==> config.mk <==
export PLATFORM = sky130hd
export DESIGN_NAME = ppw_csr
export DESIGN_NICKNAME = d
export VERILOG_FILES = /design/src/rtl/ppw_pkg.sv /design/src/rtl/ppw_csr.sv
export SDC_FILE = /design/constraint.sdc
export NUM_CORES = 1
export LEC_CHECK = 0
export BUFFER_PORTS_ARGS = -buffer_cell sky130_fd_sc_hd__buf_2
export CORE_MARGIN = 2
export CORE_UTILIZATION = 48
export CTS_BUF_LIST = sky130_fd_sc_hd__clkbuf_4 sky130_fd_sc_hd__clkbuf_8
export DETAILED_ROUTE_END_ITERATION = 12
export PLACE_DENSITY_LB_ADDON = 0.25
export REMOVE_ABC_BUFFERS = 1
export SLEW_MARGIN = 5
export SYNTH_ARGS = -nofsm -noshare
export SYNTH_HDL_FRONTEND = slang
export SYNTH_SLANG_ARGS = --single-unit
==> constraint.sdc <==
create_clock -name clock -period 1.1 [get_ports clock]
set_clock_uncertainty 0.1 [all_clocks]
set_input_delay 0.055 -clock clock [delete_from_list [all_inputs] [get_ports clock]]
set_output_delay 0.055 -clock clock [all_outputs]
set_load 0.02 [all_outputs]
==> src/rtl/ppw_pkg.sv <==
// Shared types, constants and saturation helpers for the prism pixel-to-wavelength block.
`timescale 1ns / 1ps

package ppw_pkg;

   localparam int unsigned WORD_W      = 48;
   localparam int unsigned INDEX_W     = 12;
   localparam int unsigned HELIO_W     = 18;
   localparam int unsigned FRAC_W      = 16;
   localparam int unsigned CSR_INDEX_W = 4;
   localparam int unsigned MAG_W       = WORD_W + 2;
   localparam int unsigned DIV_STEPS   = 48;
   localparam int unsigned DIV_CNT_W   = $clog2(DIV_STEPS);

   localparam logic signed [WORD_W-1:0] MAX_WAVELENGTH = 48'sd655360000;
   localparam logic signed [WORD_W-1:0] SCALE_RESET    = 48'sd65536;
   localparam logic [HELIO_W-1:0]       HELIO_UNITY    = 18'd65536;

   localparam logic signed [63:0] POS_LIMIT_64 = 64'sh0000_7FFF_FFFF_FFFF;
   localparam logic signed [63:0] NEG_LIMIT_64 = -64'sh0000_8000_0000_0000;
   localparam logic [MAG_W-1:0]   MAG_POS_CAP  = 50'h0_7FFF_FFFF_FFFF;
   localparam logic [MAG_W-1:0]   MAG_NEG_CAP  = 50'h0_8000_0000_0000;

   typedef enum logic [CSR_INDEX_W-1:0] {
      REG_PIXEL_SCALE        = 4'd0,
      REG_PIXEL_ORIGIN       = 4'd1,
      REG_BASE_WAVELENGTH    = 4'd2,
      REG_INVERSE_TERM_ONE   = 4'd3,
      REG_INVERSE_TERM_TWO   = 4'd4,
      REG_INVERSE_TERM_THREE = 4'd5,
      REG_INVERSE_TERM_FOUR  = 4'd6,
      REG_HELIO_FACTOR       = 4'd7
   } csr_index_type;

   typedef struct packed {
      logic signed [WORD_W-1:0] pixel_scale;
      logic signed [WORD_W-1:0] pixel_origin;
      logic signed [WORD_W-1:0] base_wavelength;
      logic signed [WORD_W-1:0] inverse_term_one;
      logic signed [WORD_W-1:0] inverse_term_two;
      logic signed [WORD_W-1:0] inverse_term_three;
      logic signed [WORD_W-1:0] inverse_term_four;
      logic [HELIO_W-1:0]       helio_factor;
   } cfg_type;

   typedef struct packed {
      logic busy;
      logic done;
   } div_status_type;

   typedef enum logic [3:0] {
      ST_IDLE,
      ST_MUL,
      ST_CHECK,
      ST_DIVS,
      ST_DIVW,
      ST_ADD,
      ST_FINAL,
      ST_HELIO,
      ST_HSAT,
      ST_OUT
   } state_type;

   // Clamp a wide signed value into 48 bits signed.
   function automatic logic signed [WORD_W-1:0] sat48(input logic signed [63:0] v);
      if (v > POS_LIMIT_64) begin
         return POS_LIMIT_64[WORD_W-1:0];
      end else if (v < NEG_LIMIT_64) begin
         return NEG_LIMIT_64[WORD_W-1:0];
      end
      return v[WORD_W-1:0];
   endfunction

   // Apply a sign to a magnitude, saturating to 48 bits signed.
   function automatic logic signed [WORD_W-1:0] mag_to_signed(input logic [MAG_W-1:0] m,
                                                              input logic neg);
      logic [MAG_W-1:0] capped;
      if (neg) begin
         capped = (m > MAG_NEG_CAP) ? MAG_NEG_CAP : m;
         return $signed(48'd0 - capped[WORD_W-1:0]);
      end
      capped = (m > MAG_POS_CAP) ? MAG_POS_CAP : m;
      return $signed(capped[WORD_W-1:0]);
   endfunction

endpackage

==> src/rtl/ppw_csr.sv <==
// Configuration register file for the prism pixel-to-wavelength block.
`timescale 1ns / 1ps

module ppw_csr (
   input  logic                                clock,
   input  logic                                reset,
   input  logic                                csr_valid,
   output logic                                csr_ready,
   input  logic [ppw_pkg::CSR_INDEX_W-1:0]     csr_index,
   input  logic [ppw_pkg::WORD_W-1:0]          csr_data,
   output ppw_pkg::cfg_type                    cfg
);

   ppw_pkg::cfg_type cfg_ff;
   ppw_pkg::cfg_type cfg_in;

   assign csr_ready = 1'b1;
   assign cfg       = cfg_ff;

   always_comb begin
      cfg_in = cfg_ff;
      if (csr_valid) begin
         unique case (ppw_pkg::csr_index_type'(csr_index))
            ppw_pkg::REG_PIXEL_SCALE:        cfg_in.pixel_scale        = $signed(csr_data);
            ppw_pkg::REG_PIXEL_ORIGIN:       cfg_in.pixel_origin       = $signed(csr_data);
            ppw_pkg::REG_BASE_WAVELENGTH:    cfg_in.base_wavelength    = $signed(csr_data);
            ppw_pkg::REG_INVERSE_TERM_ONE:   cfg_in.inverse_term_one   = $signed(csr_data);
            ppw_pkg::REG_INVERSE_TERM_TWO:   cfg_in.inverse_term_two   = $signed(csr_data);
            ppw_pkg::REG_INVERSE_TERM_THREE: cfg_in.inverse_term_three = $signed(csr_data);
            ppw_pkg::REG_INVERSE_TERM_FOUR:  cfg_in.inverse_term_four  = $signed(csr_data);
            ppw_pkg::REG_HELIO_FACTOR:
               cfg_in.helio_factor = csr_data[ppw_pkg::HELIO_W-1:0];
            default: begin
               // drop writes beyond the register list
            end
         endcase
      end
   end

   always_ff @(posedge clock) begin
      if (reset) begin
         cfg_ff.pixel_scale        <= ppw_pkg::SCALE_RESET;
         cfg_ff.pixel_origin       <= '0;
         cfg_ff.base_wavelength    <= '0;
         cfg_ff.inverse_term_one   <= '0;
         cfg_ff.inverse_term_two   <= '0;
         cfg_ff.inverse_term_three <= '0;
         cfg_ff.inverse_term_four  <= '0;
         cfg_ff.helio_factor       <= ppw_pkg::HELIO_UNITY;
      end else begin
         cfg_ff <= cfg_in;
      end
   end

endmodule

# After elaboration in Yosys (flattened, before gate mapping)
# Index checks and enable logic that the tools add are counted.
[totals]
regBits = 354
output_inout_bits = 355
input_bits = 55
[classes]
eq_ne = 7
reduce_logical = 9
[ops]
columns = ["operator", "count"]
rows = [
  ["equality test 4 x 3 -> 1 bit (second input constant)", 4],
  ["AND reduction 2 bit", 8],
  ["equality test 4 x 2 -> 1 bit (second input constant)", 2],
  ["equality test 4 x 1 -> 1 bit (second input constant)", 1],
  ["zero test 4 bit", 1],
]

# Longest topological paths before layout
# Gate-level depths: netlist (run 1).
[logic_depth]
depth_word = 2
mapped_depth = 6
ltp_nobuf = 3

# Least setup slack after synthesis (run 1)
# OpenSTA, ideal clock, no wires.
[synth_path]
path_type = "input-to-reg"
from = "input port csr_index[3] (netlist name)"
to = "register cfg_ff (netlist bit cfg[295])"
setup_time_ns = 0.072
stages = 5
n_path_buf = 2
slack_ns = -0.071
arrival_ns = 0.999
required_ns = 0.928
cell_sequence = "nor3b_4 -> and2_1 -> buf_4 -> buf_4 -> mux2i_1"
[synth_via]
elab_chain_len = 2
[synth_lines]
columns = ["element", "line", "source"]
rows = [
  ["start, declared", "ppw_csr.sv:9", "input logic [ppw_pkg::CSR_INDEX_W-1:0] csr_index,"],
  ["equality test 4 x 1 -> 1 bit", "ppw_csr.sv:23", "unique case (ppw_pkg::csr_index_type'(csr_index))"],
  ["AND reduction 2 bit (no line)", "n/a", ""],
  ["end signal, assigned", "ppw_csr.sv:51", "cfg_ff <= cfg_in;"],
  ["end, declared", "ppw_csr.sv:14", "ppw_pkg::cfg_type cfg_ff;"],
]
# Every way passes these cells.
# A chain may end at the register's enable or synchronous reset.

# Final worst setup path (run 1)
[layout_path]
from = "register cfg_ff (netlist bit cfg[292])"
to = "output port cfg[292] (netlist name)"
[layout_rtl]
columns = ["element", "line", "source"]
rows = [
  ["end, declared", "ppw_csr.sv:11", "output ppw_pkg::cfg_type cfg"],
]
# No word-level cell between the ends.

==> out/results.tsv, run 1 <==
metric	value	unit
status	complete, but fails checks	
failing checks	hold timing, setup timing	
share of cells above drive strength 1	58.9	%
gpl congestion	0.789	
Die Span Y	173	um
CTS Buf Count	56	
Max-slew headroom	65.5	%
CTS tree	built	
Hold WC Path Type	primary input to flop	
Mean Syn Cell Area	11.2	um2
Overflow after GRT	0	
I/O Pins	410	
hold_ws	-0.0549	ns
clk slew on worst S/H paths	0.06	ns
Hold Path Stages	4	
Cell Chain, Critical Path	buf_6	
static leakage	11.8	nW
Crit Path Max Fanout	2	
Final ANT Viol Nets	0	
WP data required	0.94	ns
max_cap viols	0	
1st-iter DRT viols	654	
RR Startpoint	cfg[59]	
routed len/inst	21.3	um
RR Endpoint	cfg[59]	
top layer in use	met4	
slowest CP cell	dfxtp_4	
clock buffer depth	3	
worst reg2reg path depth	3	
post-layout util	81.4	%
CP Launch Type	flop	
CP top delay family	flip-flops	
Placed Area	0.0168	mm2
std cell rows	61	
Clock Sinks	354	
TritonRoute pass-1 iters	5	
Post-layout nets	2011	
root buf cell	clkbuf_8	
post-synth cell types	18	
overall power	27.2	mW
Avg Vias per Cell	5.13	
starting density of the core	49.1	%
RSZ-0062 raised after global routing	yes	
antenna violations before repair	0	
Final Setup Violations	369	
CP peak stage delay	0.38	ns
fin crit period	1.24	ns
final worst path period share	112	%
GRT Total Usage	28.7	%
die area	0.0300	mm2
cell count after synthesis	1227	
first-pass GRT wire length	69200	um
Vias	12200	
routed length on met3	4130	um
min-delay src	reset	
Max Fclk	809	MHz
slack of the critical path	-0.137	ns
largest net degree at the start of global routing	58	
max reg flops	354	
met2 WL post-DR	25000	um
WP buf/inv	1	
DP Wirelength	26200	um
worst vdd ir	1050	uV
clk_lat worst skew	0.57	ns
Final Hold Vio Count	32	
Worst-Margin Slew	0.516	ns
die width	173	um
H-tree depth	2	
Max Slew Vio Count	0	
core region area	0.0280	mm2
CP Class	flop to output port	
CP arrival	1.08	ns
Power Density	1190	mW/mm2
setup slack, reg-to-reg	0.06	ns
Port Buf Inserts	408	
vias in the first global route	12300	
Seq/Total Area, Yosys	51.5	%
Hold EP	cfg[218]	
crit end category	output port	
final instance area	0.0228	mm2
Inserted Diodes	0	
final wirelength	50600	um
synth warn	0	
Synth Cell Area	0.0138	mm2
Seq cells post-synth	354	
Crit. Startpoint	cfg[292]	
DRC Markers	0	
met1 wire length	19500	um
Layout area overhead	65.9	%
-- Yosys cell counts --
cell type / number / area share, %
nor2_1: 4 / 0.11
buf_2: 21 / 0.76
clkbuf_2: 1 / 0.036
buf_6: 8 / 0.66
nor2b_1: 2 / 0.091
nand2_1: 5 / 0.14
buf_1: 9 / 0.25
buf_4: 13 / 0.71
mux2i_1: 354 / 26
nand2b_1: 400 / 18
conb_1: 1 / 0.027
and2_1: 2 / 0.091
nand3_1: 2 / 0.073
nor3b_4: 1 / 0.14
dfxtp_1: 354 / 52
clkbuf_1: 48 / 1.3
and3b_1: 1 / 0.064
nand2_2: 1 / 0.046
-- cell type report --
class | instances | area (um2)
sequential | 354 | 7540
timing repair buffer | 771 | 7470
multi-input combinational | 773 | 6200
fill | 1346 | 5200
clock buffer | 93 | 1130
tap | 378 | 473
clock inverter | 2 | 10.0
-- through the flow --
| stage | TNS, ns | std cells | worst slack, ns |
|---|---|---|---|
| after detailed placement | -69.20 | 2002 | -0.316 |
| final | -31.44 | 2371 | -0.137 |
| after global routing | -44.29 | 2371 | -0.159 |
| after floorplan | -337.58 | 1127 | -1.54 |
| after CTS | -36.88 | 2235 | -0.154 |
| after global placement | -68.26 | 2002 | -0.280 |
-- repair_timing --
action,CTS,global route
resized for setup,1065,1
hold endpoints to repair,354,12
hold buffers,56,1
endpoints found under the setup margin,354,373
cloned,0,0
setup buffers,82,137
pin swaps,0,0
-- layer usage --
| layer | GRT usage [%] | vias to the layer above |
|---|---|---|
| met3 | 8.44 | 159 |
| li1 | - | 5470 |
| met2 | 50.8 | 602 |
| met5 | 0 | - |
| met1 | 33.3 | 5922 |
| met4 | 9.32 | 0 |
-- layout by cell type, fill, tap and decap left out, drive strengths merged --
master / netlist / layout
nor3b: 1 / 1
conb: 1 / 1
dfxtp: 354 / 354
and2: 2 / 2
nand2b: 400 / 400
dlymetal6s4s: 0 / 1
and3b: 1 / 1
nor2b: 2 / 2
buf: 51 / 716
dlygate4sd3: 0 / 54
clkbuf: 49 / 93
nand3: 2 / 2
nand2: 6 / 6
nor2: 4 / 4
mux2i: 354 / 354
clkinv: 0 / 2
-- how the worst max path moves through the flow --
stage                    end  slack [ns]  cells past startpoint
floorplan           cfg[162]       -1.54                      3
global placement    cfg[328]       -0.28                      5
detailed placement  cfg[334]       -0.32                      5
CTS                 cfg[292]       -0.15                      1
global route        cfg[101]       -0.16                      1
finish              cfg[292]       -0.14                      1
-- where the power goes --
group / total [mW] / internal, mW / switching (mW)
registers: 13.1 / 13.0 / 0.136
clock network: 11.6 / 6.40 / 5.25
logic: 2.37 / 1.24 / 1.13
total: 27.2 / 20.6 / 6.52
-- cell families (layout without fill, tap and decap cells) --
| family | Yosys count | after routing | synth area share [%] |
|---|---|---|---|
| other cells | 1 | 1 | 0.0273 |
| flops | 354 | 354 | 51.5 |
| mux | 354 | 354 | 25.8 |
| simple gates | 418 | 418 | 18.9 |
| buf+inv | 100 | 866 | 3.72 |
Note: power is estimated with default switching activity, not from simulation.
==> inputs of run 2 (changes only) <==
--- a/config.mk
+++ b/config.mk
@@ -5,6 +5,7 @@
 export SDC_FILE = /design/constraint.sdc
 export NUM_CORES = 1
 export LEC_CHECK = 0
+export ABC_CLOCK_PERIOD_IN_PS = 1100
 export BUFFER_PORTS_ARGS = -buffer_cell sky130_fd_sc_hd__buf_2
 export CORE_MARGIN = 2
 export CORE_UTILIZATION = 48
@@ -12,7 +13,9 @@
 export DETAILED_ROUTE_END_ITERATION = 12
 export PLACE_DENSITY_LB_ADDON = 0.25
 export REMOVE_ABC_BUFFERS = 1
+export SKIP_CTS_REPAIR_TIMING = 1
 export SLEW_MARGIN = 5
 export SYNTH_ARGS = -nofsm -noshare
 export SYNTH_HDL_FRONTEND = slang
 export SYNTH_SLANG_ARGS = --single-unit
+export TNS_END_PERCENT = 30
==> run 2 against run 1 <==
  * The run still ends with hold timing, setup timing left
  * Sequential cell count is the same
  * Global-route usage shrank 4.3 points
  * Via count shrank 10%
  * Setup slack gained 0.0041 ns
  * Critical endpoint is now cfg[10]
  * Highest routed layer unchanged
==> out/results.tsv, run 2 (synthesis gave the netlist of run 1 again) <==
metric	value	unit	change
slack of the critical path	-0.133	ns	+0.00411 ns
Post-layout nets	1845		-8.3%
CP Class	flop to output port		
Worst-Margin Slew	0.500	ns	-0.0157 ns
WP buf/inv	1		unchanged
Overflow after GRT	0		unchanged
H-tree depth	2		unchanged
internal power	20.5	mW	-0.65%
starting density of the core	49.1	%	unchanged
slowest CP cell	dfxtp_1		
1st-iter DRT viols	474		-28%
max reg flops	354		unchanged
commonest non-fill, non-tap cell in the layout	nand2b_1		
Final ANT Viol Nets	0		unchanged
CP top delay family	flip-flops		
CP arrival	1.08	ns	about the same
# fillers	1738		+29%
Clock power frac	42.7	%	-0.2 points
CTS tree	built		
routed len/inst	19.1	um	-10%
final worst path period share	112	%	-0.37 points
CP peak stage delay	0.36	ns	-0.02 ns
share of cells above drive strength 1	51.6	%	-7.3 points
Hold WC Path Type	primary input to flop		
Max Fclk	811	MHz	+0.33%
I/O Pins	410		unchanged
Crit Path Max Fanout	2		unchanged
largest net degree at the start of global routing	58		unchanged
Max-slew headroom	66.6	%	+1.2 points
vias in the first global route	10400		-15%
CTS Buf Count	56		unchanged
Final Hold Vio Count	38		+19%
gpl congestion	0.789		unchanged
Clock Sinks	354		unchanged
max_cap viols	0		unchanged
die width	173	um	unchanged
Comb power frac	8.0	%	-0.7 points
failing checks	hold timing, setup timing		
die area	0.0300	mm2	unchanged
crit end category	output port		
CP Launch Type	flop		
DP Wirelength	26200	um	unchanged
Final Setup Violations	354		-4.1%
clock buffer depth	3		unchanged
Max Slew Vio Count	0		unchanged
GRT Total Usage	24.4	%	-4.3 points
Power Density	1270	mW/mm2	+6.7%
status	complete, but fails checks		
first-pass GRT wire length	58800	um	-15%
dpl ws	-0.316	ns	unchanged
part of the power in registers	49.2	%	+0.8 points
RSZ-0062 raised after global routing	yes		
DRC Markers	0		unchanged
hold_ws	-0.0397	ns	+0.0153 ns
antenna violations before repair	1		+1
Layout area overhead	52.7	%	
root buf cell	clkbuf_8		
Port Buf Inserts	408		unchanged
Vias	10900		-10%
TritonRoute pass-1 iters	4		-1
Cell Chain, Critical Path	buf_4		
worst vdd ir	879	uV	-16%
Sw Ratio	23.1	%	-0.92 points
Die Span Y	173	um	unchanged
clk slew on worst S/H paths	0.06	ns	about the same
overall power	26.7	mW	-1.8%
sw power	6.15	mW	-5.6%
clk_lat worst skew	0.56	ns	about the same
std cell rows	61		unchanged
fin crit period	1.23	ns	-0.00411 ns
WP data required	0.94	ns	about the same
most frequent cells in the layout	nand2b_1 (400), mux2i_1 (354), dfxtp_2 (283)		
core region area	0.0280	mm2	unchanged
Avg Vias per Cell	4.96		-3.3%
final wirelength	42200	um	-17%
static leakage	10.7	nW	-8.8%
post-layout util	75.0	%	-6.5 points
[run 2: final timing paths]
check	slack, ns	start	to	depth (start not counted)
worst max-delay path	-0.13	cfg[10]	cfg[10]	1
worst min-delay path	-0.04	csr_index[0]	cfg[1]	4
worst max register to register	0.25	cfg[294]	cfg[294]	3
worst min register to register	0.37	cfg[131]	cfg[131]	2
[run 2: worst register-to-register path, cell delays in order (launching register included)]
cell and delay, ns:
dfxtp_2 0.36, buf_4 0.12, nand2b_1 0.06, mux2i_1 0.14
[run 2: cell type report]
type                            instances  area, um2  share of cell area (%)
Tap cell                              378        473                    2.25
Sequential cell                       354       7450                    35.5
Multi-Input combinational cell        773       6200                    29.5
Clock inverter                          2       10.0                  0.0477
Timing Repair Buffer                  605       5730                    27.3
Clock buffer                           93       1130                    5.38
Antenna cell                            1       2.50                  0.0119
[run 2: power groups by stage]
stage,Sequential (mW),Combinational [mW],Clock [mW]
floorplan,13.6,0.695,0
global placement,13.4,1.77,0
detailed placement,13.4,1.78,0
CTS,13.1,1.78,11.5
global route,13.1,2.26,12.2
finish,13.1,2.15,11.4
[run 2: layer usage]
layer	GRT usage [%]	part of all wire [%]
met1	31.0	41
met3	7.15	7.4
met4	8.12	2.3
met2	39.8	49
met5	0	0
[run 2: per-stage QoR]
| step | TNS, ns | area (um2) | cells |
|---|---|---|---|
| after global routing | -44.36 | 21000 | 2206 |
| after floorplan | -337.58 | 13200 | 1127 |
| after CTS | -56.03 | 18000 | 2097 |
| after detailed placement | -69.20 | 16800 | 2002 |
| after global placement | -68.26 | 16800 | 2002 |
| final | -29.70 | 21000 | 2206 |
==> inputs of run 3 (changes only) <==
--- a/config.mk
+++ b/config.mk
@@ -6,7 +6,7 @@
 export NUM_CORES = 1
 export LEC_CHECK = 0
 export ABC_CLOCK_PERIOD_IN_PS = 1100
-export BUFFER_PORTS_ARGS = -buffer_cell sky130_fd_sc_hd__buf_2
+export BUFFER_PORTS_ARGS = -buffer_cell sky130_fd_sc_hd__clkbuf_2
 export CORE_MARGIN = 2
 export CORE_UTILIZATION = 48
 export CTS_BUF_LIST = sky130_fd_sc_hd__clkbuf_4 sky130_fd_sc_hd__clkbuf_8
==> run 3 against run 2 <==
  * The run still ends with hold timing, setup timing left
  * Setup slack lost 0.028 ns
  * Sequential cell count is the same
  * Sequential power is essentially flat
  * Sequential share of layout area shrank 0.058 points
  * Register-to-register slack is essentially flat
  * Power grew 2.4%
  * Largest cell class unchanged
  * Worst hold slack lost 0.094 ns
  * Critical path depth grew 4
  * Design area shrank 1.3%
==> out/results.tsv, run 3 (synthesis gave the netlist of run 1 again) <==
metric	value	unit	change
status	complete, but fails checks		
failing checks	hold timing, setup timing		
RR Endpoint	cfg[162]		
die area	0.0300	mm2	unchanged
H-tree depth	2		unchanged
core region area	0.0280	mm2	unchanged
Inserted Diodes	0		-1
final worst path period share	115	%	+2.5 points
CP Class	primary input to flop		
share of cells above drive strength 1	47.2	%	-4.4 points
clk slew on worst S/H paths	0.06	ns	about the same
first-pass GRT wire length	58700	um	-0.16%
Max Fclk	793	MHz	-2.2%
Final ANT Viol Nets	0		unchanged
Clock power frac	44.0	%	+1.3 points
clock buffer depth	3		unchanged
final wirelength	41800	um	-0.92%
max_cap viols	0		unchanged
part of the power in registers	48.0	%	-1.2 points
slowest CP cell	dlygate4sd3_1		
RR Startpoint	cfg[162]		
sw power	6.30	mW	+2.4%
Post-layout nets	1847		+0.11%
starting density of the core	49.1	%	unchanged
CP peak stage delay	0.96	ns	+0.60 ns
routed len/inst	18.9	um	-1.2%
Avg Vias per Cell	4.92		-0.85%
worst reg2reg path depth	3		unchanged
Crit. Startpoint	reset		
static leakage	10.7	nW	-0.27%
CP Launch Type	primary input		
CTS tree	built		
hold_ws	-0.134	ns	-0.0942 ns
GRT Total Usage	24.4	%	about the same
std cell rows	61		unchanged
Hold WC Path Type	primary input to flop		
Max-slew headroom	60.1	%	-6.6 points
clk_lat worst skew	0.57	ns	about the same
# fillers	1858		+6.9%
I/O Pins	410		unchanged
Max Slew Vio Count	0		unchanged
WP data required	1.43	ns	+0.49 ns
slack of the critical path	-0.160	ns	-0.0278 ns
Die Span Y	173	um	unchanged
root buf cell	clkbuf_8		
Sw Ratio	23.1	%	about the same
CP arrival	1.59	ns	+0.51 ns
Final Hold Vio Count	61		+61%
Overflow after GRT	0		unchanged
Vias	10900		-0.54%
Final Instance Count excl. Fillers	2213		+0.32%
setup TNS	-36.76	ns	-7.06 ns
setup slack, reg-to-reg	0.26	ns	about the same
dpl ws	-0.254	ns	+0.0620 ns
Comb power frac	8.0	%	about the same
DRC Markers	0		unchanged
CTS Buf Count	56		unchanged
die width	173	um	unchanged
fin crit period	1.26	ns	+0.0278 ns
most frequent cells in the layout	nand2b_1 (400), mux2i_1 (354), buf_4 (279)		
CP top delay family	buffers and inverters		
TritonRoute pass-1 iters	5		+1
footprint of the multi-input gates	0.00620	mm2	unchanged
Power Density	1320	mW/mm2	+3.7%
Cell Chain, Critical Path	buf_6 -> buf_12 -> dlygate4sd3_1 -> nand2b_1 -> mux2i_1		
crit end category	flop		
Final Setup Violations	379		+7.1%
internal power	21.0	mW	+2.4%
Port Buf Inserts	408		unchanged
RSZ-0062 raised after global routing	yes		
gpl congestion	0.794		+0.65%
Hold EP	cfg[89]		
WP buf/inv	3		+2
Worst-Margin Slew	0.597	ns	+0.0968 ns
commonest non-fill, non-tap cell in the layout	nand2b_1		
Clock Sinks	354		unchanged
Hold Path Stages	3		-1
min-delay src	reset		
largest net degree at the start of global routing	51		-12%
Cells after DPL	2012		+0.50%
Layout area overhead	50.7	%	
vias in the first global route	10300		-0.89%
1st-iter DRT viols	479		+1.1%
antenna violations before repair	0		-1
Crit Path Max Fanout	24		+22
FF/Latch Area	0.00734	mm2	-1.5%
DP Wirelength	26700	um	+1.8%
max reg flops	354		unchanged
worst vdd ir	934	uV	+6.3%
run 3: how the worst max path moves through the flow:
stage	endpoint	slack [ns]	cells past startpoint
after floorplan	cfg[162]	-1.54	3
after CTS	cfg[292]	-0.27	1
after detailed placement	cfg[319]	-0.25	6
after global routing	cfg[282]	-0.21	1
after global placement	cfg[10]	-0.23	6
final	cfg[78]	-0.16	5
run 3: worst min-delay path, delay by kind of cell:
| family | cells | cell delay, ns |
|---|---|---|
| buffers and inverters | 1 | 0.13 |
| multiplexers | 1 | 0.10 |
| AND/OR/NAND/NOR | 1 | 0.18 |
run 3: area by class of cell:
class,instances,share of cell area [%]
Clock buffer,93,5.42
Clock inverter,8,0.459
Multi-Input combinational cell,773,29.9
Sequential cell,354,35.4
Tap cell,378,2.28
Timing Repair Buffer,607,26.5
run 3: through the flow:
step                      total power, mW  util, %  instance area (um2)
after floorplan                      14.3        -                13200
after global placement               15.2     60.4                16900
after detailed placement             15.2     60.4                16900
after CTS                            27.1     64.8                18100
after global routing                 28.2     74.0                20700
final                                27.3     74.0                20700
run 3: per-layer routing:
layer / GRT usage (%) / vias up / wire [um]
li1: - / 5157 / -
met1: 30.4 / 5270 / 17600
met2: 40.3 / 382 / 20000
met3: 8.20 / 71 / 3320
met4: 6.60 / 0 / 903
met5: 0 / - / 0
run 3: power groups by stage:
stage / registers (mW) / clock network (mW) / logic (mW)
after global routing: 13.1 / 12.7 / 2.30
after floorplan: 13.6 / 0 / 0.695
final: 13.1 / 12.0 / 2.18
after detailed placement: 13.4 / 0 / 1.82
after global placement: 13.4 / 0 / 1.80
after CTS: 13.1 / 12.1 / 1.82
