**src/rtl/ppw_pkg.sv**
```systemverilog
// Shared types, constants and saturation helpers for the prism pixel-to-wavelength block.
`timescale 1ns / 1ps

package ppw_pkg;

   localparam int unsigned WORD_W      = 48;
   localparam int unsigned INDEX_W     = 12;
   localparam int unsigned HELIO_W     = 18;
   localparam int unsigned FRAC_W      = 16;
   localparam int unsigned CSR_INDEX_W = 4;
   localparam int unsigned MAG_W       = WORD_W + 2;
   localparam int unsigned DIV_STEPS   = 48;
   localparam int unsigned DIV_CNT_W   = $clog2(DIV_STEPS);

   localparam logic signed [WORD_W-1:0] MAX_WAVELENGTH = 48'sd655360000;
   localparam logic signed [WORD_W-1:0] SCALE_RESET    = 48'sd65536;
   localparam logic [HELIO_W-1:0]       HELIO_UNITY    = 18'd65536;

   localparam logic signed [63:0] POS_LIMIT_64 = 64'sh0000_7FFF_FFFF_FFFF;
   localparam logic signed [63:0] NEG_LIMIT_64 = -64'sh0000_8000_0000_0000;
   localparam logic [MAG_W-1:0]   MAG_POS_CAP  = 50'h0_7FFF_FFFF_FFFF;
   localparam logic [MAG_W-1:0]   MAG_NEG_CAP  = 50'h0_8000_0000_0000;

   typedef enum logic [CSR_INDEX_W-1:0] {
      REG_PIXEL_SCALE        = 4'd0,
      REG_PIXEL_ORIGIN       = 4'd1,
      REG_BASE_WAVELENGTH    = 4'd2,
      REG_INVERSE_TERM_ONE   = 4'd3,
      REG_INVERSE_TERM_TWO   = 4'd4,
      REG_INVERSE_TERM_THREE = 4'd5,
      REG_INVERSE_TERM_FOUR  = 4'd6,
      REG_HELIO_FACTOR       = 4'd7
   } csr_index_type;

   typedef struct packed {
      logic signed [WORD_W-1:0] pixel_scale;
      logic signed [WORD_W-1:0] pixel_origin;
      logic signed [WORD_W-1:0] base_wavelength;
      logic signed [WORD_W-1:0] inverse_term_one;
      logic signed [WORD_W-1:0] inverse_term_two;
      logic signed [WORD_W-1:0] inverse_term_three;
      logic signed [WORD_W-1:0] inverse_term_four;
      logic [HELIO_W-1:0]       helio_factor;
   } cfg_type;

   typedef struct packed {
      logic busy;
      logic done;
   } div_status_type;

   typedef enum logic [3:0] {
      ST_IDLE,
      ST_MUL,
      ST_CHECK,
      ST_DIVS,
      ST_DIVW,
      ST_ADD,
      ST_FINAL,
      ST_HELIO,
      ST_HSAT,
      ST_OUT
   } state_type;

   // Clamp a wide signed value into 48 bits signed.
   function automatic logic signed [WORD_W-1:0] sat48(input logic signed [63:0] v);
      if (v > POS_LIMIT_64) begin
         return POS_LIMIT_64[WORD_W-1:0];
      end else if (v < NEG_LIMIT_64) begin
         return NEG_LIMIT_64[WORD_W-1:0];
      end
      return v[WORD_W-1:0];
   endfunction

   // Apply a sign to a magnitude, saturating to 48 bits signed.
   function automatic logic signed [WORD_W-1:0] mag_to_signed(input logic [MAG_W-1:0] m,
                                                              input logic neg);
      logic [MAG_W-1:0] capped;
      if (neg) begin
         capped = (m > MAG_NEG_CAP) ? MAG_NEG_CAP : m;
         return $signed(48'd0 - capped[WORD_W-1:0]);
      end
      capped = (m > MAG_POS_CAP) ? MAG_POS_CAP : m;
      return $signed(capped[WORD_W-1:0]);
   endfunction

endpackage

```
**src/rtl/ppw_div.sv**
```systemverilog
// Shared radix-2 restoring divider computing (a * 2^16) / x, saturated to 48 bits signed.
`timescale 1ns / 1ps

module ppw_div (
   input  logic                                clock,
   input  logic                                reset,
   input  logic                                start,
   input  logic signed [ppw_pkg::WORD_W-1:0]   dividend,
   input  logic signed [ppw_pkg::WORD_W-1:0]   divisor,
   output logic signed [ppw_pkg::WORD_W-1:0]   quotient,
   output ppw_pkg::div_status_type             status
);

   logic [ppw_pkg::WORD_W-1:0]    a_mag;
   logic [ppw_pkg::WORD_W-1:0]    d_mag;
   logic                          ovf_now;
   logic [ppw_pkg::WORD_W:0]      trial;
   logic [ppw_pkg::WORD_W:0]      diff;

   logic                          busy_ff, busy_in;
   logic                          done_ff, done_in;
   logic [ppw_pkg::DIV_CNT_W-1:0] cnt_ff, cnt_in;
   logic [ppw_pkg::WORD_W-1:0]    rem_ff, rem_in;
   logic [ppw_pkg::WORD_W-1:0]    low_ff, low_in;
   logic [ppw_pkg::WORD_W-1:0]    quo_ff, quo_in;
   logic [ppw_pkg::WORD_W-1:0]    dmag_ff, dmag_in;
   logic                          neg_ff, neg_in;
   logic                          ovf_ff, ovf_in;

   assign a_mag = dividend[ppw_pkg::WORD_W-1] ? 48'd0 - dividend : dividend;
   assign d_mag = divisor[ppw_pkg::WORD_W-1]  ? 48'd0 - divisor  : divisor;
   // quotient reaches 2^48 exactly when |a| >= |x| * 2^32
   assign ovf_now = {32'd0, a_mag} >= {d_mag, 32'd0};

   assign trial = {rem_ff, low_ff[ppw_pkg::WORD_W-1]};
   assign diff  = trial - {1'b0, dmag_ff};

   always_comb begin
      busy_in = busy_ff;
      done_in = 1'b0;
      cnt_in  = cnt_ff;
      rem_in  = rem_ff;
      low_in  = low_ff;
      quo_in  = quo_ff;
      dmag_in = dmag_ff;
      neg_in  = neg_ff;
      ovf_in  = ovf_ff;
      if (start) begin
         rem_in  = {32'd0, a_mag[ppw_pkg::WORD_W-1:32]};
         low_in  = {a_mag[31:0], 16'd0};
         quo_in  = '0;
         cnt_in  = '0;
         dmag_in = d_mag;
         neg_in  = dividend[ppw_pkg::WORD_W-1] ^ divisor[ppw_pkg::WORD_W-1];
         ovf_in  = ovf_now;
         busy_in = !ovf_now;
         done_in = ovf_now;
      end else if (busy_ff) begin
         rem_in = diff[ppw_pkg::WORD_W] ? trial[ppw_pkg::WORD_W-1:0]
                                        : diff[ppw_pkg::WORD_W-1:0];
         quo_in = {quo_ff[ppw_pkg::WORD_W-2:0], !diff[ppw_pkg::WORD_W]};
         low_in = {low_ff[ppw_pkg::WORD_W-2:0], 1'b0};
         cnt_in = cnt_ff + 1'b1;
         if (cnt_ff == ppw_pkg::DIV_CNT_W'(ppw_pkg::DIV_STEPS - 1)) begin
            busy_in = 1'b0;
            done_in = 1'b1;
         end
      end
   end

   always_ff @(posedge clock) begin
      if (reset) begin
         busy_ff <= 1'b0;
         done_ff <= 1'b0;
      end else begin
         busy_ff <= busy_in;
         done_ff <= done_in;
      end
   end

   always_ff @(posedge clock) begin
      cnt_ff  <= cnt_in;
      rem_ff  <= rem_in;
      low_ff  <= low_in;
      quo_ff  <= quo_in;
      dmag_ff <= dmag_in;
      neg_ff  <= neg_in;
      ovf_ff  <= ovf_in;
   end

   assign quotient = ovf_ff ? ppw_pkg::mag_to_signed({ppw_pkg::MAG_W{1'b1}}, neg_ff)
                            : ppw_pkg::mag_to_signed({2'b00, quo_ff}, neg_ff);
   assign status.busy = busy_ff;
   assign status.done = done_ff;

endmodule

```
**config.mk**
```make
export PLATFORM = sky130hd
export DESIGN_NAME = ppw_div
export DESIGN_NICKNAME = d
export VERILOG_FILES = /design/src/rtl/ppw_pkg.sv /design/src/rtl/ppw_div.sv
export SDC_FILE = /design/constraint.sdc
export NUM_CORES = 1
export LEC_CHECK = 0
export ABC_AREA = 1
export BUFFER_PORTS_ARGS = -buffer_cell sky130_fd_sc_hd__buf_2
export CORE_ASPECT_RATIO = 0.8
export CORE_MARGIN = 5
export CORE_UTILIZATION = 35
export DETAILED_ROUTE_END_ITERATION = 10
export PLACE_DENSITY = 0.52
export RECOVER_POWER = 50
export SLEW_MARGIN = 20
export SYNTH_ARGS = -nofsm -noshare
export SYNTH_HDL_FRONTEND = slang
export SYNTH_SLANG_ARGS = --single-unit
```
**constraint.sdc**
```tcl
create_clock -name clock -period 4.6 [get_ports clock]
set_input_delay 0.69 -clock clock [delete_from_list [all_inputs] [get_ports clock]]
set_output_delay 0.69 -clock clock [all_outputs]
set_load 0.03 [all_outputs]
```
After elaboration in Yosys (flattened, before gate mapping)

Index checks and enable logic that the tools add are counted.

Output and inout bits: 50
Logic and storage cells: 44
Flip-flop bits (word level): 186
Bits of input ports: 99

Order comparisons: 3
Reductions and logical operators: 3
Multiplexer cells: 21
Add/subtract/negate cells: 5
Bitwise logic cells: 1
Equality and inequality tests: 1

Operator list:

| cell                    | number |
|---|---|
| $mux W48                | 12 |
| $sub A1 B48 Y48 const A | 3 |
| $ge A48 B80 Y1          | 1 |
| $sub A49 B48 Y49        | 1 |
| $gt A48 B47 Y1 const B  | 1 |
| $gt A48 B48 Y1 const B  | 1 |
| $mux W16                | 2 |
| $mux W1                 | 7 |
| $add A6 B1 Y6 const B   | 1 |
| $eq A6 B6 Y1 const B    | 1 |
| $logic_not A1 Y1        | 2 |
| $reduce_bool A2 Y1      | 1 |
| $xor A1 B1 Y1           | 1 |

Logic depth before layout (Yosys ltp)

Gate-level depths: netlist (run 1).

Depth in word-level cells: 6
Gate-level depth with buffers: 24
Mapped depth without buffers: 24

Worst setup path after synthesis (run 1)

No wires, ideal clock.

Path kind: input to register
From: input port dividend[0] (netlist name)
To: register busy_ff
Cell stages on the path: 22
Setup time: 0.110 ns
Buffers on the path: 0
Data arrival time: 3.416 ns
Setup slack: 1.074 ns
Required time: 4.490 ns
Path through: inv_1 > ha_1 > nand3_1 > nor2_2 > nand4_1 > o31ai_1 > nand2_1 > xor2_1 > ha_1 > nand2_1 > inv_1 > nand3_1 > nor3_1 > nand3_1 > nor2_1 > nand3_1 > nor3_1 > nand3_1 > nand2_1 > nand3_1 > nand3_1 > inv_1

Word-level cells in the longest chain between the ends: 5

Ends and longest elaborated chain:

| what                   | line          | source |
|---|---|---|
| start: declaration     | ppw_div.sv:8  | `input logic signed [ppw_pkg::WORD_W-1:0] dividend,` |
| $sub A1 B48 Y48        | ppw_div.sv:30 | `assign a_mag = dividend[ppw_pkg::WORD_W-1] ? 48'd0 - dividend : dividend;` |
| $mux W48 *             | ppw_div.sv:30 |  |
| $ge A48 B80 Y1 *       | ppw_div.sv:33 | `assign ovf_now = {32'd0, a_mag} >= {d_mag, 32'd0};` |
| $logic_not A1 Y1 *     | ppw_div.sv:56 | `busy_in = !ovf_now;` |
| $mux W1 *              | ppw_div.sv:48 | `if (start) begin` |
| end signal: assignment | ppw_div.sv:76 | `busy_ff <= busy_in;` |
| end: declaration       | ppw_div.sv:20 | `logic busy_ff, busy_in;` |

Mark *: on every way between the ends. The rest lies on a longest branch, timed or not.
A chain may end at the register's enable or synchronous reset.

Final worst setup path (run 1)

From: register quo_ff[33] (netlist name)
To: output port quotient[32] (netlist name)

Word-level cells in the longest chain between the ends: 6
Elaborated cells on any way between the ends: 8
Classes of those cells: add/sub (1); order compare (2); mux (5)

Ends and longest elaborated chain:

| what                     | line          | source |
|---|---|---|
| start: declaration       | ppw_div.sv:25 | `logic [ppw_pkg::WORD_W-1:0] quo_ff, quo_in;` |
| start signal: assignment | ppw_div.sv:85 | `quo_ff <= quo_in;` |
| $gt A48 B48 Y1           | ppw_pkg.sv:79 | `capped = (m > MAG_NEG_CAP) ? MAG_NEG_CAP : m;` |
| $mux W48                 | ppw_pkg.sv:79 |  |
| $sub A1 B48 Y48          | ppw_pkg.sv:80 | `return $signed(48'd0 - capped[WORD_W-1:0]);` |
| $mux W48                 | ppw_pkg.sv:78 | `if (neg) begin` |
| $mux W48 *               | ppw_pkg.sv:82 | `capped = (m > MAG_POS_CAP) ? MAG_POS_CAP : m;` |
| $mux W48 *               | ppw_div.sv:91 | `assign quotient = ovf_ff ? ppw_pkg::mag_to_signed({ppw_pkg::MAG_W{1'b1}}, neg_ff)` |
| end: declaration         | ppw_div.sv:10 | `output logic signed [ppw_pkg::WORD_W-1:0] quotient,` |

Mark *: on every way between the ends. The rest lies on a longest branch, timed or not. The select of a mux whose other input is x is not followed.

==> flow_summary.yaml, run 1 <==
grt:
  antenna_found_initial: 2
  grt_overflow: 0
  grt_pass1_wl_um: 95800
  grt_max_degree: 60
  grt_pass1_vias: 16800
  track_usage: 0.233
clock_network:
  clockBufferDepth: 2
  clkTransAtPathRegs_ns: 0.08
  cts_tree: "done"
  cts_root_buf: "clkbuf_16"
  hold_buffers: 0
  cts.sinks: 186
  cts_buffers: 17
  clk_latency_ns: 0.48
  htree_levels: 4
timing:
  rsz0062_at_grt: "false"
  finalCritPeriodShare: 0.938
  finClkSkew_ns: 0.0189
  worstMarginPinSlew_ns: 2.25
  hold_viol: 0
  period_minus_slack_ns: 4.31
  fmax_ghz: 0.232
  tns_ns: 0
  slew_headroom: -0.502
  worst_slack_ns: 0.286
  maxSlewViolCount: 40
  holdWs_ns: 0.449
  setup-violations-final: 0
placement:
  place_congestion: 0.964
  placed_area_um2: 18100
  dpl_worst_slack_ns: 0.306
  dp_hpwl_um: 49700
  dp.cells: 3351
  port_buffers: 148
worst_hold_path:
  min_path_type: "input port to flop"
  hp-start: "reset"
worst_setup_path:
  cp.arrival_ns: 3.62
  cp-end-kind: "output port"
  cp-start-kind: "flop"
  cp-startpoint: "quo_ff[33]$_SDFFE_PP0P_"
  critPathKind: "flop to output port"
  crit_fanout: 36
  worstPathRequired_ns: 3.91
  reg2reg_from: "low_ff[47]$_DFFE_PP_"
floorplan:
  start_util: 0.355
  die-area_um2: 52300
  pin_count: 149
  die_w_um: 255
  rows: 71
  die_h_um: 206
  core-area_um2: 47200
power_and_ir_drop:
  peakVddDrop_uv: 233
  p_seq_frac: 0.407
  p_switching_mw: 1.65
  power_leakage_nw: 8.87
  p_int_mw: 3.02
  power_mw: 4.67
  sw_frac_of_total: 0.354
  combPwrFrac: 0.258
  p_clk_frac: 0.335
  p_per_area_nw_per_um2: 250
synthesis:
  syn-instance-count: 2639
  yosys.cell_count.top_type: "nand2_1"
  synth_flop_cell: "edfxtp_1"
  synthTopCellsByArea: "edfxtp_1 (18%), nand2_1 (16%), dfxtp_1 (11%), inv_1 (7.6%), nor2_1 (7.6%)"
  synthesis.area_um2: 16700
  synth_edf_count: 98
  synth_cell_types: 54
  synth_common_cells: "nand2_1 (728), inv_1 (338), nor2_1 (337), nand3_1 (201), a21oi_1 (146)"
  synth_top_cell_area_share: 0.176
  ys_seq_area_frac: 0.281
  synth_top_area_cell: "edfxtp_1"
  syn_nets: 2807
  synth_warnings: 0
  avgSynthCellArea_um2: 6.34
  synthArstFlopShare: 0
  ys_ff_latch: 186
layout:
  nets: 2918
  final_util: 0.396
  drive_gt1_frac: 0.0992
  design_area_um2: 18700
  num_antenna_cells: 0
  multiInputGateArea_um2: 10300
  final_cell_count_no_fill: 3383
  fillers: 5214
  seqCellArea_um2: 4710
  area_delta_synth_final_pct: 11.5
outcome:
  violations: "capacitance limit, slew limit"
  status: "complete, but fails checks"
drt:
  drt_iter0_markers: 1498
  vias: 17800
  drcViolationCount: 0
  wl_per_cell_um: 18.4
  wirelength_um: 62100
  avgViaCountPerCell: 5.27
  ant_nets: 0
  first_pass_iters: 5
job:
  maxCapViolations: 1
## cell usage in the layout, fill, tap and decap left out, types with 16 or more instances in the layout
master | synthesis | routed
a31oi_1 | 21 | 21
nor3_1 | 25 | 25
a21oi_1 | 146 | 146
nand3b_1 | 17 | 17
nand2_1 | 728 | 728
dfxtp_1 | 88 | 87
xor2_1 | 55 | 55
o22ai_1 | 49 | 49
buf_2 | 22 | 143
ha_1 | 68 | 68
o31ai_1 | 26 | 26
buf_4 | 2 | 25
o41ai_1 | 18 | 17
xnor2_1 | 33 | 33
nand3_1 | 201 | 201
o21ai_0 | 132 | 132
edfxtp_1 | 98 | 98
inv_2 | 16 | 16
inv_1 | 338 | 337
nor2_1 | 337 | 337
nand4_1 | 28 | 28
clkbuf_16 | 0 | 17
## timing repair
item	CTS	global route
buffers inserted	0	0
setup endpoints to repair	0	3
gates resized for setup	0	2
## power groups by stage
stage               Combinational (mW)  Clock [mW]  Sequential (mW)
finish                            1.20        1.57             1.90
global route                      1.33        1.68             1.91
CTS                               1.20        1.61             1.90
detailed placement                1.19           0             1.94
global placement                  1.19           0             1.93
floorplan                        0.805           0             1.92
## cell type report
cell class,instances,area share
repair buffers,180,0.0510
clock inverters,15,0.0105
clock buffers,17,0.0228
multi-input cells,2009,0.550
flip-flops and latches,186,0.252
well taps,620,0.0416
inverters,356,0.0717
## routing by layer
layer,part of all wire,global-route usage
met5,0.00011,0
met4,0.013,0.0471
met3,0.067,0.0396
met2,0.41,0.339
met1,0.51,0.361
## critical path, stage by stage, from the launching register on
cell     delay, ns
dfxtp_1       0.48
inv_1         0.18
nand2_1       0.10
nor2_1        0.05
nand2_1       0.12
nor2_1        0.07
nand2_2       0.11
nand2_8       0.19
nand2_1       0.12
ha_1          0.25
nand2_2       0.15
nor2_2        0.18
nand2_1       0.18
nor2_4        0.28
nand2_1       0.08
nand2_1       0.07
nand3_1       0.09
a21oi_1       0.17
buf_2         0.23
## cell families (layout without fill, tap and decap cells)
kind of cell    after synthesis  count (layout)  synth area share
flops                       186             186             0.281
compound gates              463             463             0.168
fa+ha+maj                    69              69            0.0520
simple gates               1389            1389             0.346
buf+inv                     444             568             0.106
xor+xnor                     88              88            0.0460
## registers in the layout, indices dropped and copies added (netlist names)
signal,count
rem_ff,48
busy_ff,1
dmag_ff,48
done_ff,1
quo_ff,48
cnt_ff,6
neg_ff,1
low_ff,32
ovf_ff,1
## path summary, 6_finish.rpt
kind / endpoint / slack [ns] / depth (start not counted)
worst min register to register: rem_ff[22]$_SDFFE_PP0P_ / 0.47 / 2
worst max-delay path: quotient[32] / 0.29 / 18
worst min-delay path: done_ff$_SDFF_PP0_ / 0.45 / 2
worst max register to register: rem_ff[46]$_SDFFE_PP0P_ / 1.01 / 14
No activity file was read; power rests on OpenSTA's default activity.
==> run 2, diff against run 1 <==
--- a/config.mk
+++ b/config.mk
@@ -10,7 +10,7 @@
 export CORE_ASPECT_RATIO = 0.8
 export CORE_MARGIN = 5
-export CORE_UTILIZATION = 35
+export CORE_UTILIZATION = 40
 export DETAILED_ROUTE_END_ITERATION = 10
-export PLACE_DENSITY = 0.52
+export PLACE_DENSITY = 0.57
 export RECOVER_POWER = 50
 export SLEW_MARGIN = 20
==> constraint.sdc (replaced) <==
create_clock -name clock -period 4.6 [get_ports clock]
set_input_delay 1.15 -clock clock [delete_from_list [all_inputs] [get_ports clock]]
set_output_delay 1.15 -clock clock [all_outputs]
set_load 0.03 [all_outputs]
==> run 2 against run 1 <==
Against the previous run:
- the flow still finishes with violations (capacitance limit, slew limit)
- die area decreased by 12%
- largest cell class unchanged
- sequential power about the same
- clock skew decreased by 0.0011 ns
- combinational power about the same
- highest routed layer unchanged
- critical path type unchanged
- core utilization increased by 5.6 points
- count of clock-buffer cells in the layout increased by 3
==> flow_summary.yaml, run 2 (synthesis gave the netlist of run 1 again) <==
placement:
  dp.cells: 3296
  placed_area_um2: 18100
  port_buffers: 148
  place_congestion: 0.945
  dp_hpwl_um: 48000
worst_setup_path:
  critPathKind: "flop to output port"
  crit_fanout: 46
  cp-start-kind: "flop"
  cp.arrival_ns: 3.22
  r2r_cells: 14
  cp-end-kind: "output port"
  worstPathRequired_ns: 3.45
clock_network:
  clk_latency_ns: 0.47
  cts_root_buf: "clkbuf_16"
  htree_levels: 4
  clkTransAtPathRegs_ns: 0.07
  cts_buffers: 17
  cts_tree: "done"
  clockBufferDepth: 2
  cts.sinks: 186
drt:
  vias: 17900
  ant_nets: 0
  wirelength_um: 60600
  first_pass_iters: 6
  wl_per_cell_um: 18.2
  drt_iter0_markers: 1574
  avgViaCountPerCell: 5.38
  drcViolationCount: 0
layout:
  nets: 2934
  fillers: 4507
  largest_registers: "dmag_ff x48, quo_ff x48, rem_ff x48"
  multiInputGateArea_um2: 10300
  num_antenna_cells: 0
  layout_commonest_cell: "nand2_1"
  area_delta_synth_final_pct: 12.3
  final_util: 0.451
  seqCellArea_um2: 4760
  drive_gt1_frac: 0.117
  design_area_um2: 18800
  layout_common_cells: "nand2_1 (727), nor2_1 (337), inv_1 (336)"
  final_cell_count_no_fill: 3331
power_and_ir_drop:
  peakVddDrop_uv: 277
  p_per_area_nw_per_um2: 253
  power_leakage_nw: 8.99
grt:
  grt_util_met3: 0.0449
  grt_pass1_wl_um: 93300
  grt_max_degree: 58
  antenna_found_initial: 1
  grt_overflow: 0
  met1_usage: 0.395
  grt_pass1_vias: 16600
  track_usage: 0.256
  top_usage_layer: "met1"
  met2_usage: 0.373
timing:
  finalCritPeriodShare: 0.951
  period_minus_slack_ns: 4.37
  worstMarginPinSlew_ns: 2.39
  rsz0062_at_grt: "false"
  slew_headroom: -0.590
  finClkSkew_ns: 0.0178
  setup-violations-final: 0
  maxSlewViolCount: 58
  tns_ns: 0
  hold_viol: 0
  fmax_ghz: 0.229
worst_hold_path:
  holdPathStages: 2
  min_path_type: "flop to flop"
job:
  maxCapViolations: 1
floorplan:
  pin_count: 149
  start_util: 0.402
  die-area_um2: 46100
  rows: 67
  die_h_um: 193
  core-area_um2: 41700
  die_w_um: 239
outcome:
  violations: "capacitance limit, slew limit"
  status: "complete, but fails checks"
-- run 2: changes by cell type in the layout (fill, tap and decap cells not counted), moves of 3 or more --
cell	delta
buf_4	+14
clkbuf_1	+3
inv_6	-3
clkinv_8	-4
dfxtp_4	+3
clkbuf_16	+3
dfxtp_2	+32
dfxtp_1	-35
buf_2	-3
-- run 2: per-layer routing --
| layer | share of wire | routed length, um |
|---|---|---|
| met1 | 0.50 | 30500 |
| met2 | 0.41 | 24800 |
| met3 | 0.075 | 4540 |
| met4 | 0.013 | 804 |
| met5 | 0.00021 | 13 |
-- run 2: cell type report --
cell class,instances,share of cell area
Timing Repair Buffer,196,0.0581
Tap cell,552,0.0367
Clock buffer,20,0.0266
Sequential cell,186,0.253
Multi-Input combinational cell,2009,0.547
Inverter,356,0.0711
Clock inverter,12,0.00772
-- run 2: final timing paths --
| check | startpoint | endpoint | slack, ns |
|---|---|---|---|
| setup reg to reg | low_ff[47]$_DFFE_PP_ | rem_ff[46]$_SDFFE_PP0P_ | 1.14 |
| hold reg to reg | rem_ff[35]$_SDFFE_PP0P_ | rem_ff[35]$_SDFFE_PP0P_ | 0.48 |
| setup / recovery | quo_ff[47]$_SDFFE_PP0P_ | quotient[28] | 0.23 |
| hold / removal | rem_ff[35]$_SDFFE_PP0P_ | rem_ff[35]$_SDFFE_PP0P_ | 0.48 |
-- run 2: where the power goes --
group	leakage, nW	switching, mW	internal (mW)
combinational	6.96	0.836	0.374
clock	0.317	0.740	0.911
sequential	1.71	0.0378	1.86
-- run 2: metrics by stage --
step | total power, mW | hold slack, ns | setup WS (ns)
2_1_floorplan | 2.73 | 0.449 | 0.614
6_report | 4.76 | 0.476 | 0.226
5_1_grt | 4.99 | 0.496 | 0.0135
3_3_place_gp | 3.12 | 0.461 | 0.0845
3_5_place_dp | 3.13 | 0.465 | -0.0346
4_1_cts | 4.78 | 0.478 | 0.0000417
-- run 2: critical path, cell delays in order (launching register included) --
cell,delay (ns)
dfxtp_1,0.59
nand3_1,0.16
nor2_1,0.11
nand2_1,0.06
nor2_1,0.11
nand2_2,0.10
nand2_8,0.18
buf_12,0.27
o41ai_1,0.26
nand2_1,0.15
nor2_2,0.06
nand2_1,0.09
or2_0,0.11
nand2_1,0.06
a21oi_1,0.19
buf_2,0.24
-- run 2: what timing repair did --
action | 4_1_cts | 5_1_grt
hold buffers | 0 | 0
setup endpoints to repair | 3 | 14
pin swaps | 1 | 2
gates resized for setup | 14 | 35
setup buffers | 2 | 1
==> run 3, diff against run 2 <==
Settings changed: PLACE_DENSITY 0.57 to default.
==> run 3 against run 2 <==
Against the previous run:
- the flow still finishes with violations (capacitance limit, slew limit)
- sequential share of layout area about the same
- combinational power about the same
- routed wire length down 1.6%
- core utilization down 0.19 points
==> flow_summary.yaml, run 3 (synthesis gave the netlist of run 1 again) <==
outcome:
  status: "complete, but fails checks"
  violations: "capacitance limit, slew limit"
clock_network:
  htree_levels: 4
  clkTransAtPathRegs_ns: 0.07
  cts.sinks: 186
  cts_root_buf: "clkbuf_16"
  clk_latency_ns: 0.47
  hold_buffers: 0
  cts_tree: "done"
  cts_buffers: 17
  clockBufferDepth: 2
drt:
  ant_nets: 0
  wirelength_um: 59700
  first_pass_iters: 6
  avgViaCountPerCell: 5.40
  vias: 18000
  wl_per_cell_um: 17.9
  drcViolationCount: 0
  drt_iter0_markers: 1733
worst_setup_path:
  cp-start-kind: "flop"
  cp-end-kind: "output port"
  cp.arrival_ns: 3.26
  critPathKind: "flop to output port"
  slowest_delay_ns: 0.40
  crit_slowest_cell: "dfxtp_1"
  worstPathRequired_ns: 3.45
  crit_fanout: 22
  cp_cell_sequence: "inv_1, nand4_1, nor2_2, nand2_2, nand2_8, nand2_1, ha_2, nand2_2, nor2_4, nand2_2, nor2_4, buf_4, nand2_1, nand2_1, nand3_1, a21oi_1, buf_4"
layout:
  layout_commonest_cell: "nand2_1"
  final_util: 0.449
  fillers: 4452
  area_delta_synth_final_pct: 11.8
  drive_gt1_frac: 0.113
  layout_common_cells: "nand2_1 (727), inv_1 (337), nor2_1 (336)"
  seqCellArea_um2: 4740
  largest_registers: "dmag_ff x48, quo_ff x48, rem_ff x48"
  nets: 2930
  multiInputGateArea_um2: 10300
  final_cell_count_no_fill: 3329
timing:
  hold_viol: 0
  setup-violations-final: 0
  maxSlewViolCount: 76
  period_minus_slack_ns: 4.41
  fmax_ghz: 0.227
  finClkSkew_ns: 0.0158
  finalCritPeriodShare: 0.958
  tns_ns: 0
  slew_headroom: -0.192
  worstMarginPinSlew_ns: 1.79
  worst_slack_ns: 0.193
power_and_ir_drop:
  peakVddDrop_uv: 273
  power_leakage_nw: 8.94
  p_per_area_nw_per_um2: 248
floorplan:
  rows: 67
  die_h_um: 193
  core-area_um2: 41700
  die_w_um: 239
  die-area_um2: 46100
  pin_count: 149
  start_util: 0.402
job:
  maxCapViolations: 1
placement:
  dpl_worst_slack_ns: 0.131
  place_congestion: 0.953
  dp_hpwl_um: 47700
  port_buffers: 148
  dp.cells: 3293
grt:
  grt_pass1_vias: 16600
  track_usage: 0.254
  grt_overflow: 0
  grt_max_degree: 76
  grt_pass1_wl_um: 93200
  antenna_found_initial: 2
worst_hold_path:
  min_path_type: "flop to flop"
==> run 3: cell types whose count changed in the layout (fill, tap and decap cells not counted), sizes merged <==
cell,change
inv,+1
bufinv,-1
clkinv,+3
clkbuf,-3
buf,-4
diode,+2
==> run 3: repair_timing <==
action / in CTS / in global routing
hold endpoints to repair: 0 / 0
setup endpoints to repair: 3 / 13
pin swaps: 1 / 1
setup buffers: 0 / 2
resized for setup: 16 / 26
==> run 3: worst max-delay path, delay by kind of cell, from the launching register on <==
kind | cells | cell delay [ns]
DFF | 1 | 0.40
AOI/OAI and AO/OA | 1 | 0.16
adders and majority gates | 1 | 0.23
buffers and inverters | 3 | 0.50
and+or+nand+nor | 12 | 1.50
==> run 3: final cells by class <==
cell class / count / area share
repair buffers: 192 / 0.0565
well taps: 552 / 0.0369
clock buffers: 17 / 0.0227
inverters: 356 / 0.0714
flip-flops and latches: 186 / 0.253
multi-input cells: 2009 / 0.549
clock inverters: 15 / 0.00962
diodes: 2 / 0.000267
==> run 3: routing by layer <==
layer,wire length [um],global-route usage,vias up
met1,29400,0.390,8321
met5,13,0,-
li1,-,-,8939
met4,757,0.0516,2
met2,24300,0.365,667
met3,5120,0.0555,49
==> run 3: final timing paths <==
kind | start | to | slack, ns | depth (start not counted)
hold reg to reg | rem_ff[30]$_SDFFE_PP0P_ | rem_ff[30]$_SDFFE_PP0P_ | 0.48 | 2
setup reg to reg | dmag_ff[0]$_DFFE_PP_ | rem_ff[38]$_SDFFE_PP0P_ | 1.01 | 16
setup / recovery | quo_ff[39]$_SDFFE_PP0P_ | quotient[36] | 0.19 | 17
hold / removal | rem_ff[30]$_SDFFE_PP0P_ | rem_ff[30]$_SDFFE_PP0P_ | 0.48 | 2
==> run 3: where the power goes <==
part           leakage, nW  switching [mW]  internal, mW
registers             1.70          0.0365          1.86
clock network        0.294           0.756         0.780
logic                 6.94           0.834         0.374
==> run 3: metrics by stage <==
step	hold WS (ns)	total power, mW	area, um^2
3_3_place_gp	0.459	3.12	18100
5_1_grt	0.491	4.89	18700
6_report	0.476	4.64	18700
2_1_floorplan	0.449	2.73	16700
3_5_place_dp	0.465	3.13	18100
4_1_cts	0.477	4.67	18700
